$ cat config.mk
export PLATFORM = sky130hd
export DESIGN_NAME = segx_orient
export DESIGN_NICKNAME = d
export VERILOG_FILES = /design/src/segx_pkg.sv /design/src/segx_orient.sv
export SDC_FILE = /design/constraint.sdc
export NUM_CORES = 2
export LEC_CHECK = 0
export ABC_AREA = 1
export BUFFER_PORTS_ARGS = -buffer_cell sky130_fd_sc_hd__buf_4
export CORE_MARGIN = 2
export CORE_UTILIZATION = 46
export DETAILED_ROUTE_END_ITERATION = 10
export PLACE_DENSITY = 0.6
export REMOVE_ABC_BUFFERS = 1
export SLEW_MARGIN = 30
export SYNTH_ARGS = -nofsm -noshare
export SYNTH_HDL_FRONTEND = slang
export SYNTH_SLANG_ARGS = --single-unit
$ cat constraint.sdc
create_clock -name clk -period 10.78 [get_ports clk]
set_clock_uncertainty 0.2 [all_clocks]
set_input_delay 0.539 -clock clk [delete_from_list [all_inputs] [get_ports clk]]
set_output_delay 0.539 -clock clk [all_outputs]
set_load 0.02 [all_outputs]
$ cat src/segx_pkg.sv
package segx_pkg;

	localparam int MAX_POINTS = 16;
	localparam int COORD_BITS = 16;
	localparam int READY_MIN  = 3;
	localparam int SEG_DEPTH  = MAX_POINTS * (MAX_POINTS - 1) / 2;

	localparam int IN_W      = 16;
	localparam int CNT_OUT_W = 5;

	localparam int PT_W  = 2 * COORD_BITS;
	localparam int SEG_W = 4 * COORD_BITS;
	localparam int PCW   = $clog2(MAX_POINTS + 1);
	localparam int PIW   = $clog2(MAX_POINTS);
	localparam int SCW   = $clog2(SEG_DEPTH + 1);
	localparam int SIW   = $clog2(SEG_DEPTH);

	localparam int DIFF_W = COORD_BITS + 1;
	localparam int PROD_W = 2 * DIFF_W;
	localparam int ORI_W  = PROD_W + 1;

	localparam logic FUNC_ADD    = 1'b0;
	localparam logic FUNC_QRY    = 1'b1;
	localparam logic STATUS_DONE = 1'b0;
	localparam logic STATUS_FULL = 1'b1;

	typedef logic signed [COORD_BITS-1:0] coord_t;

	typedef struct packed {
		coord_t y;
		coord_t x;
	} point_t;

	typedef struct packed {
		point_t b;
		point_t a;
	} seg_t;

	typedef struct packed {
		logic pos;
		logic neg;
	} sign_t;

	typedef enum logic [2:0] {
		ST_IDLE,
		ST_ADD,
		ST_QRY,
		ST_DRAIN,
		ST_RESP
	} state_t;

endpackage

$ cat src/segx_orient.sv
// sign of (b - a) x (c - a), three register stages
module segx_orient (
	input  logic              clk,
	input  segx_pkg::point_t  a,
	input  segx_pkg::point_t  b,
	input  segx_pkg::point_t  c,
	output segx_pkg::sign_t   sgn
);

	logic signed [segx_pkg::DIFF_W-1:0] bax_s1, bay_s1, cax_s1, cay_s1;
	logic signed [segx_pkg::PROD_W-1:0] p1_s2, p2_s2;
	logic signed [segx_pkg::ORI_W-1:0]  v;
	segx_pkg::sign_t                    sgn_s3;

	always_ff @(posedge clk) begin
		bax_s1 <= segx_pkg::DIFF_W'($signed(b.x)) - segx_pkg::DIFF_W'($signed(a.x));
		bay_s1 <= segx_pkg::DIFF_W'($signed(b.y)) - segx_pkg::DIFF_W'($signed(a.y));
		cax_s1 <= segx_pkg::DIFF_W'($signed(c.x)) - segx_pkg::DIFF_W'($signed(a.x));
		cay_s1 <= segx_pkg::DIFF_W'($signed(c.y)) - segx_pkg::DIFF_W'($signed(a.y));
	end

	always_ff @(posedge clk) begin
		p1_s2 <= bax_s1 * cay_s1;
		p2_s2 <= bay_s1 * cax_s1;
	end

	assign v = segx_pkg::ORI_W'(p1_s2) - segx_pkg::ORI_W'(p2_s2);

	always_ff @(posedge clk) begin
		sgn_s3.neg <= v[segx_pkg::ORI_W-1];
		sgn_s3.pos <= !v[segx_pkg::ORI_W-1] && (v != '0);
	end

	assign sgn = sgn_s3;

endmodule
==> flow_summary.yaml <==
sta:
  setup_slack_ns: 4.34
  fin_crit_ns: 6.44
  relSlewSlack_pct: 34.9
  rsz0062_at_grt: "false"
  hold_viol: 0
  worstMarginPinSlew_ns: 0.975
  finalMaxSlewViolations: 0
  max_freq_ghz: 0.155
  setup_viol: 0
  fin_tns_setup_ns: 0
  fin_crit_sh_pct: 59.8
cts:
  cts-root-buf: "clkbuf_16"
  cts_hold_buf: 0
  cts.sinks: 138
  path_clk_slew_ns: 0.07
  numCtsBuffers: 17
  cts_buffer_depth: 2
  h-tree-depth: 4
  cts_tree: "built"
  ctsResizeCount: 0
  clock_latency_ns: 0.47
  postCtsSetupRepairBufs: 0
worst_hold_path:
  hp-class: "in -> reg"
  min_path_cells: 4
routing:
  dr_total_vias: 23700
  antenna_left: 0
  highest_layer: "met4"
  post-route-drc-count: 0
  drt_wl_total_um: 79100
  wl_met3_um: 4750
  routedWlPerCell_um: 16.1
  drt-met1-wl_um: 34500
  drtIter0Drc: 1473
  wl_met2_um: 37400
  drtPass1Iterations: 5
  vias_per_cell: 4.84
synth:
  synth_cells: 4022
  yosys_warnings: 0
  yosysSeqAreaShare_pct: 8.91
  synth_edf_count: 0
  synthArstFlopShare_pct: 0
  avgSynthCellArea_sq_um: 7.71
  synth_cell_type_count: 49
  ys_seq_elements: 138
  syn_area_sq_um: 31000
  synthFlopType: "dfxtp_1"
setup_path:
  crit_family: "adder cells"
  cp_cell_sequence: "nand2_1 -> inv_1 -> fa_1 -> fa_1 -> fa_1 -> fa_1 -> fa_1 -> fa_1 -> ha_1 -> a21oi_1 -> o21ai_0 -> a21oi_1 -> nand3_1 -> nand2_1 -> o311ai_0 -> xor2_1"
  ff2ff_path_depth: 16
  cp_num_buf_inv: 1
  critPathArrivalTime_ns: 6.56
  crit_top_cell: "fa_1"
  path_max_fanout: 17
  worst_path_max_delay_cell: "fa_1"
  start_kind: "flop"
  critical_path_depth: 16
  cp-end-kind: "flop"
  crit_required_ns: 10.89
  cp_slowest_stage_delay_ns: 0.89
  critical_path_class: "reg -> reg"
floorplan:
  die-area_sq_um: 69500
  core-area_sq_um: 66900
  initial_core_util_pct: 46.3
  fp-row-count: 95
  die_h_um: 264
  ios: 99
  die_width_um: 264
global_route:
  grt_max_degree: 19
  track_usage_pct: 23.9
  grt_pass1_wl_um: 130000
  grt_antenna_before_repair: 1
  grt_overflow_total: 0
  grt_pass1_vias: 25000
placement:
  gp_congestion: 0.951
  dp.cells: 4864
  place_ws_ns: 4.36
  numPortBuffers: 98
  dp_hpwl_um: 67700
cells_and_area:
  seq_area_sq_um: 2760
  multiInputGateArea_sq_um: 23300
  drive_above_1_share_pct: 5.42
  fillers: 6687
  syn2layout_area_growth_pct: 6.19
  fin_cells: 4897
  final_core_util_pct: 49.2
  num-nets-final: 4972
run:
  cap_viol_max_count: 0
status:
  outcome: "complete, no violations"
path summary, 6_finish.rpt:
check                           slack [ns]  startpoint   endpoint
worst max-delay path                  4.34   cay_s1[2]  p1_s2[32]
worst min register to register        0.49   bay_s1[0]   p2_s2[0]
worst max register to register        4.34   cay_s1[2]  p1_s2[32]
worst min-delay path                  0.19       b[16]  bay_s1[0]
worst register-to-register path, delay by kind of cell, from the launching register on:
kind	cells	cell delay, ns
simple gates	3	0.48
fa+ha+maj	7	3.74
flops	1	0.79
compound gates	4	0.72
buf+inv	1	0.17
xor+xnor	1	0.20
cell usage in the layout, fill, tap and decap left out, types with 22 or more instances in the layout:
cell	instances
buf_4	103
nand4_1	22
nand3_1	60
xnor2_1	54
nand2_2	23
dfxtp_1	138
ha_1	268
xor2_1	86
o21ai_0	48
a21oi_1	138
nor2_1	132
nand2_1	1007
inv_1	1171
fa_1	597
cell families after synthesis:
kind of cell | count (synthesis) | share of synthesized area (%)
flops | 138 | 8.91
xor+xnor | 140 | 3.96
buf+inv | 1318 | 16.0
fa+ha+maj | 865 | 49.4
compound gates | 262 | 4.88
simple gates | 1299 | 16.9
area by class of cell:
cell class                 count  area share, %
antenna                        1        0.00760
clock buffer                  18           1.30
clock inverter                14          0.380
inverter                    1184           13.5
multi-input combinational   2566           70.7
sequential                   138           8.39
tap                          873           3.32
timing repair buffer         103           2.35
registers in the layout (all words and copies together) (netlist names):
signal and cells:
cay_s1 17, bax_s1 17, p1_s2 34, bay_s1 17, p2_s2 34, sgn 2, cax_s1 17
metrics by stage:
step	hold WS (ns)	cell area (sq um)
after detailed placement	0.472	32400
after floorplan	0.383	30500
final	0.192	32900
after CTS	0.167	32900
after global placement	0.469	32400
after global routing	0.188	32900
cell usage after synthesis (5+ instances only):
cell type | instances | area, sq um
xnor2_1 | 54 | 473
o21ai_0 | 48 | 240
nor2_2 | 11 | 68.8
ha_1 | 268 | 3350
inv_2 | 11 | 41.3
nor2_1 | 132 | 495
o21bai_1 | 9 | 67.6
fa_1 | 597 | 12000
nand2_1 | 1007 | 3780
a21oi_1 | 138 | 691
clkbuf_1 | 132 | 495
dfxtp_1 | 138 | 2760
nand4_1 | 22 | 138
a21oi_2 | 6 | 52.6
o2111ai_1 | 5 | 43.8
nand3_2 | 5 | 50.1
nand3_1 | 60 | 300
nand2_2 | 23 | 144
o21ai_2 | 9 | 78.8
nor3_1 | 17 | 85.1
xor2_1 | 86 | 753
o21ai_1 | 15 | 75.1
a21o_1 | 12 | 90.1
inv_1 | 1171 | 4400
or2_2 | 8 | 50.1
metal layers:
metal	global-route usage [%]	vias to the layer above
met3	3.48	113
li1	-	11500
met1	31.8	11400
met4	7.18	0
met2	40.3	694
met5	0	-
Power is left out: the tool's default activity adds up to more than one toggle a clock period on the data nets, which glitch-free logic cannot reach.
