### config.mk
export PLATFORM = sky130hd
export DESIGN_NAME = segx_ram
export DESIGN_NICKNAME = d
export VERILOG_FILES = /design/src/segx_ram.sv
export SDC_FILE = /design/constraint.sdc
export NUM_CORES = 1
export LEC_CHECK = 0
export BUFFER_PORTS_ARGS = -buffer_cell sky130_fd_sc_hd__buf_2
export CORE_ASPECT_RATIO = 1.25
export CORE_MARGIN = 4
export CORE_UTILIZATION = 60
export CTS_BUF_LIST = sky130_fd_sc_hd__clkbuf_4
export CTS_CLUSTER_DIAMETER = 150
export DETAILED_ROUTE_END_ITERATION = 6
export PLACE_DENSITY = 0.78
export SLEW_MARGIN = 20
export SYNTH_ARGS = -nofsm -noshare
export SYNTH_HDL_FRONTEND = slang
export SYNTH_SLANG_ARGS = --single-unit
export TNS_END_PERCENT = 10
### constraint.sdc
create_clock -name clk -period 6.64 [get_ports clk]
set_clock_uncertainty 0.05 [all_clocks]
set_input_delay 0.332 -clock clk [delete_from_list [all_inputs] [get_ports clk]]
set_output_delay 0.332 -clock clk [all_outputs]
set_load 0.05 [all_outputs]
### src/segx_ram.sv
module segx_ram #(
	parameter int WIDTH = 32,
	parameter int DEPTH = 16,
	localparam int AW = $clog2(DEPTH)
) (
	input  logic             clk,
	input  logic             we,
	input  logic [AW-1:0]    waddr,
	input  logic [WIDTH-1:0] wdata,
	input  logic             re,
	input  logic [AW-1:0]    raddr,
	output logic [WIDTH-1:0] rdata
);

	logic [WIDTH-1:0] mem [DEPTH];

	always_ff @(posedge clk) begin
		if (we) begin
			mem[waddr] <= wdata;
		end
		if (re) begin
			rdata <= mem[raddr];
		end
	end

endmodule

==> results.yml, run 1 <==
run_status:
  outcome: "complete, no violations"
die:
  core_area_sq_mm: 0.0330
  initial_core_util_pct: 61.2
  fp.dieH_um: 213
  die-width_um: 172
  top_level_ports: 75
  floorplan.rows: 74
  floorplan.die_area_sq_mm: 0.0366
synthesis:
  number_of_distinct_standard_cells_referenced_by_the_synthesized_netlist: 17
  async_s_r_ff_share_synth_pct: 0
  synth-seq-area-share_pct: 81.0
  synthDominantAreaCellType: "edfxtp_1"
  synthesis.yosys.warnings: 0
  postSynthNetCount: 881
  synthesis.instances: 838
  yosys_register_bits: 544
  synth.top_cells.by_area: "edfxtp_1 (81%), mux4_2 (14%), a22oi_1 (2.4%), nand2_1 (0.61%), buf_4 (0.41%)"
  post_synth_instance_area_sq_mm: 0.0202
  area_fraction_of_the_dominant_cell_type_after_synthesis_pct: 81.0
  synth_area_per_cell_sq_um: 24.1
  yosys.cell_count.top_type: "edfxtp_1"
  synthFlopType: "edfxtp_1"
  synth_top_cells_by_count: "edfxtp_1 (544), mux4_2 (128), a22oi_1 (64)"
  synth_edf_count: 544
placed_design:
  detailed_place.area_sq_mm: 0.0212
  gpl.final_weighted_congestion: 0.715
  dp_hpwl_mm: 19.7
  placement.io_buffers: 74
  place.detailed.instances: 1309
clock_network:
  numCtsBuffers: 118
  path_clk_slew_ps: 70
  cts-root-to-sink-buffers: 3
  clock_insertion_delay_worst_skew_ps: 790
  tritoncts_clock_tree: "done"
  cts_htree_levels: 3
  cts.sinks: 544
  post-cts-setup-buffer-count: 0
  root_buffer: "clkbuf_4"
min_path:
  timing.hold.worst_path_depth: 3
  hp-start: "waddr[2]"
  holdCritPathClass: "in -> reg"
  min_delay_worst_endpoint: "mem[2][8]"
worst_setup_path:
  worst-path-stages: 5
  worstPathCellList: "buf_4, buf_4, mux4_2, a22oi_1, nand2_1"
  slowest_cp_cell: "buf_4"
  timing_worst_setup_path_type: "in -> reg"
  rr_startpoint: "mem[11][30]"
  cp-start-kind: "input port"
  r2r_cells: 3
  r2r_setup_slack_ps: 5060
  critPathArrivalTime_ps: 2700
  timing.critical_path.required_ps: 7100
  cp_max_fo: 76
  critical_path.n_buffers_inverters: 2
  critical_path.endpoint_type: "flip-flop"
  cp_top_family: "buffers and inverters"
  crit_start: "raddr[1]"
  ff_to_ff_end: "rdata[30]"
  critical-path-max-stage-delay_ps: 780
  critical_path.most_common_cell: "buf_4"
timing:
  post-route-min-period_ps: 2240
  achievable-frequency_mhz: 446
  maxSlewViolCount: 0
  rsz0062_at_grt: "no"
  setup_tns_ps: 0
  hold_ws_ps: 185
  slew-limit-headroom_pct: 24.5
  hold_viol: 0
  max_slew.worst_pin.slew_ps: 1130
  setup_viol_count_final: 0
  final_min_period_over_clock_period_pct: 33.8
routing:
  detail_route.drc_violations: 0
  vias: 9605
  vias_per_cell: 6.16
  antenna_left: 0
  detailedRoute.firstIterationViolations: 1162
  drt_pass_1_iters: 5
  wire_per_inst_um: 26.3
  route.final.wire_length_mm: 40.9
cells_and_area:
  final_layout_size_suffix_gt1_share_pct: 37.4
  fin_util_pct: 69.8
  finish.cell_count_without_fillers: 1558
  nNetsFinal: 1088
  final_cell_area_sq_mm: 0.0230
  syn_to_final_growth_pct: 14.1
grt:
  initial_antenna_violation_count: 5
  global_route.overflow_total: 0
  grt_pass1_wl_mm: 61.9
  gr-usage-all-layers_pct: 23.4
  grt_start_max_net_pins: 77
  number_of_global_route_vias_before_repair: 10292
power:
  power.leakage_nw: 7.53
  power-per-cell-area_mw_per_mm2: 292
  vdd_drop_max_mv: 0.105
run:
  drv.max_cap_violation_count: 0
==> logic make-up after synthesis <==
logic type	count (synthesis)	share of synthesized area, %
simple gates	59	1.25
buf+inv	43	1.10
compound gates	64	2.38
flops	544	81.0
mux	128	14.3
==> layer usage <==
| metal | part of all wire (%) | routed length (um) | vias up | track usage, % |
|---|---|---|---|---|
| met5 | 0.020 | 8 | - | 0 |
| met4 | 1.4 | 576 | 2 | 7.57 |
| met3 | 10 | 4100 | 51 | 5.65 |
| met2 | 52 | 21200 | 533 | 38.0 |
| met1 | 37 | 15100 | 4913 | 32.3 |
| li1 | - | - | 4106 | - |
==> worst max path at each step <==
stage | endpoint | slack (ps)
finish | rdata[13] | 4400
detailed placement | rdata[14] | 3610
CTS | rdata[13] | 4470
global route | rdata[13] | 4310
global placement | rdata[14] | 3600
floorplan | mem[0][0] | 3080
==> through the flow <==
step | power [mW] | setup WS [ps]
floorplan | 4.20 | 3080
detailed placement | 4.34 | 3610
finish | 6.72 | 4400
CTS | 6.78 | 4470
global route | 7.03 | 4310
global placement | 4.33 | 3600
==> worst register-to-register path, stage by stage (launching register included) <==
cell      delay (ps)
edfxtp_1         380
mux4_2           490
a22oi_1          210
nand2_1          170
==> final cells by class <==
cell class	instances	area [sq um]
antenna	5	12.5
clock buffer	173	1300
clock inverter	37	194
fill	1942	9950
multi-input combinational	251	3750
sequential	544	16300
tap	418	523
timing repair buffer	130	897
==> sequential cells by signal (all words and copies together) (netlist names) <==
signal  count
mem       512
rdata      32
==> power breakdown <==
part	switching, mW	internal [mW]
Clock	1.17	1.27
Sequential	0.0214	3.87
Combinational	0.249	0.145
==> cell usage in the layout, fill, tap and decap left out, types with 13 or more instances in the layout <==
master | synthesis | layout
a22oi_1 | 64 | 64
buf_2 | 4 | 72
buf_4 | 11 | 23
clkbuf_4 | 0 | 173
clkinv_1 | 0 | 31
dlygate4sd3_1 | 0 | 33
edfxtp_1 | 544 | 544
mux4_2 | 128 | 128
nand2_1 | 33 | 33
nor2_4 | 0 | 13
==> timing repair <==
action | in CTS | in global routing
hold buffers | 32 | 1
gates resized for setup | 0 | 0
endpoints found under the hold margin | 512 | 13
(Power assumes the default switching activity.)
==> run 2: changes to the inputs <==
--- a/config.mk
+++ b/config.mk
@@ -8,7 +8,7 @@
 export BUFFER_PORTS_ARGS = -buffer_cell sky130_fd_sc_hd__buf_2
 export CORE_ASPECT_RATIO = 1.25
 export CORE_MARGIN = 4
-export CORE_UTILIZATION = 60
+export CORE_UTILIZATION = 58
 export CTS_BUF_LIST = sky130_fd_sc_hd__clkbuf_4
 export CTS_CLUSTER_DIAMETER = 150
 export DETAILED_ROUTE_END_ITERATION = 6
==> constraint.sdc (replaced) <==
create_clock -name clk -period 1.8 [get_ports clk]
set_clock_uncertainty 0.05 [all_clocks]
set_input_delay 0.09 -clock clk [delete_from_list [all_inputs] [get_ports clk]]
set_output_delay 0.09 -clock clk [all_outputs]
set_load 0.05 [all_outputs]
==> results.yml, run 2 (synthesis results as in run 1) <==
timing:
  worst_setup_slack_final_ps: 137
  hold_ws_ps: 87.1
  rsz0062_at_grt: "no"
  achievable-frequency_mhz: 601
  final_min_period_over_clock_period_pct: 92.4
  hold_viol: 0
  maxSlewViolCount: 0
  post-route-min-period_ps: 1660
  slew-limit-headroom_pct: 71.0
  max_slew.worst_pin.slew_ps: 434
  setup_viol_count_final: 0
clock_network:
  numCtsBuffers: 117
  cts.sinks: 544
  tritoncts_clock_tree: "done"
  post_cts.resized_instances: 0
  cts_htree_levels: 3
  root_buffer: "clkbuf_4"
  clock_insertion_delay_worst_skew_ps: 810
  cts-root-to-sink-buffers: 3
  path_clk_slew_ps: 80
cells_and_area:
  layout.cells.most_common: "edfxtp_1"
  nNetsFinal: 1120
  final_layout_size_suffix_gt1_share_pct: 38.2
  syn_to_final_growth_pct: 17.8
  largest_register_ff_count: 512
  register_ranked_first_by_flip_flop_count: "mem"
  most-common-layout-cells: "edfxtp_1 (544), clkbuf_4 (162), mux4_2 (128), buf_2 (72), a22oi_1 (64)"
  largestRegisters: "mem: 512 flops, rdata: 32 flops"
worst_setup_path:
  critical_path.endpoint_type: "output port"
  timing_worst_setup_path_type: "reg -> out"
  critPathArrivalTime_ps: 1520
  cp-start-kind: "flip-flop"
  cp_top_family: "flip-flops"
  critical-path-max-stage-delay_ps: 420
  cp_max_fo: 1
  worstPathCellList: "buf_2"
  timing.critical_path.required_ps: 1660
  slowest_cp_cell: "edfxtp_1"
  critical_path.n_buffers_inverters: 1
power:
  switching_share_pct: 22.0
  cell_internal_pwr_mw: 19.5
  vdd_drop_max_mv: 0.535
  power.leakage_nw: 7.80
  power-per-cell-area_mw_per_mm2: 1050
  power.combinational.fraction_pct: 6.4
  share_clk_of_total_power_pct: 36.2
  net-switching-power_mw: 5.51
  power_frac_seq_pct: 57.4
grt:
  number_of_global_route_vias_before_repair: 10566
  grt_pass1_wl_mm: 65.0
  global_route.overflow_total: 0
  gr-usage-all-layers_pct: 23.5
  grt_start_max_net_pins: 41
  initial_antenna_violation_count: 1
die:
  core_area_sq_mm: 0.0344
  initial_core_util_pct: 58.6
  floorplan.die_area_sq_mm: 0.0379
  floorplan.rows: 76
  top_level_ports: 75
  fp.dieH_um: 217
  die-width_um: 175
placed_design:
  dp_slack_ps: -11.8
  placement.io_buffers: 74
  gpl.final_weighted_congestion: 0.748
  dp_hpwl_mm: 21.2
routing:
  detailedRoute.firstIterationViolations: 1216
  vias_per_cell: 6.10
  detail_route.drc_violations: 0
  antenna_left: 0
  route.final.wire_length_mm: 43.1
  wire_per_inst_um: 26.4
  vias: 9959
  drt_pass_1_iters: 5
run_status:
  outcome: "complete, no violations"
min_path:
  holdCritPathClass: "in -> reg"
run:
  drv.max_cap_violation_count: 0
==> run 2: metrics by stage <==
stage               setup TNS [ps]  instance area, sq um  util (%)  std cells  power [mW]
floorplan                  -123990                 20200         -        838        15.5
global placement                 0                 21900      63.5       1383        16.1
detailed placement           -11.8                 21900      63.5       1383        16.1
CTS                              0                 23800      69.0       1630        25.1
global route                     0                 23800      69.0       1632        26.0
finish                           0                 23800      69.0       1632        25.0
==> run 2: power groups by stage <==
stage | sequential (mW) | clock, mW | combinational (mW)
floorplan | 14.8 | 0 | 0.685
global placement | 14.6 | 0 | 1.48
detailed placement | 14.6 | 0 | 1.52
CTS | 14.3 | 9.17 | 1.60
global route | 14.4 | 9.93 | 1.69
finish | 14.3 | 9.05 | 1.59
==> run 2: routing by layer <==
layer  global-route usage (%)  share of wire, %
met1                     32.8                37
met2                     37.9                52
met3                     4.54               9.2
met4                     8.59               1.7
met5                        0                 0
==> run 2: path summary, 6_finish.rpt <==
kind	end	slack, ps	cells after the start	start
hold / removal	mem[5][24]	90	5	we
setup reg to reg	rdata[14]	220	3	mem[10][14]
setup / recovery	rdata[16]	140	1	rdata[16]
hold reg to reg	rdata[17]	700	3	mem[13][17]
==> run 2: cell type report <==
cell class,instances,area [sq um]
antenna,1,2.50
clock buffer,162,1220
clock inverter,43,250
fill,2073,10700
multi-input combinational,251,3780
sequential,544,16300
tap,468,586
timing repair buffer,163,1590
==> run 2: timing repair <==
action                                  in CTS  in global routing
setup buffers                                0                  1
hold buffers                                42                  0
endpoints found under the hold margin      779                  0
endpoints found under the setup margin       0                 32
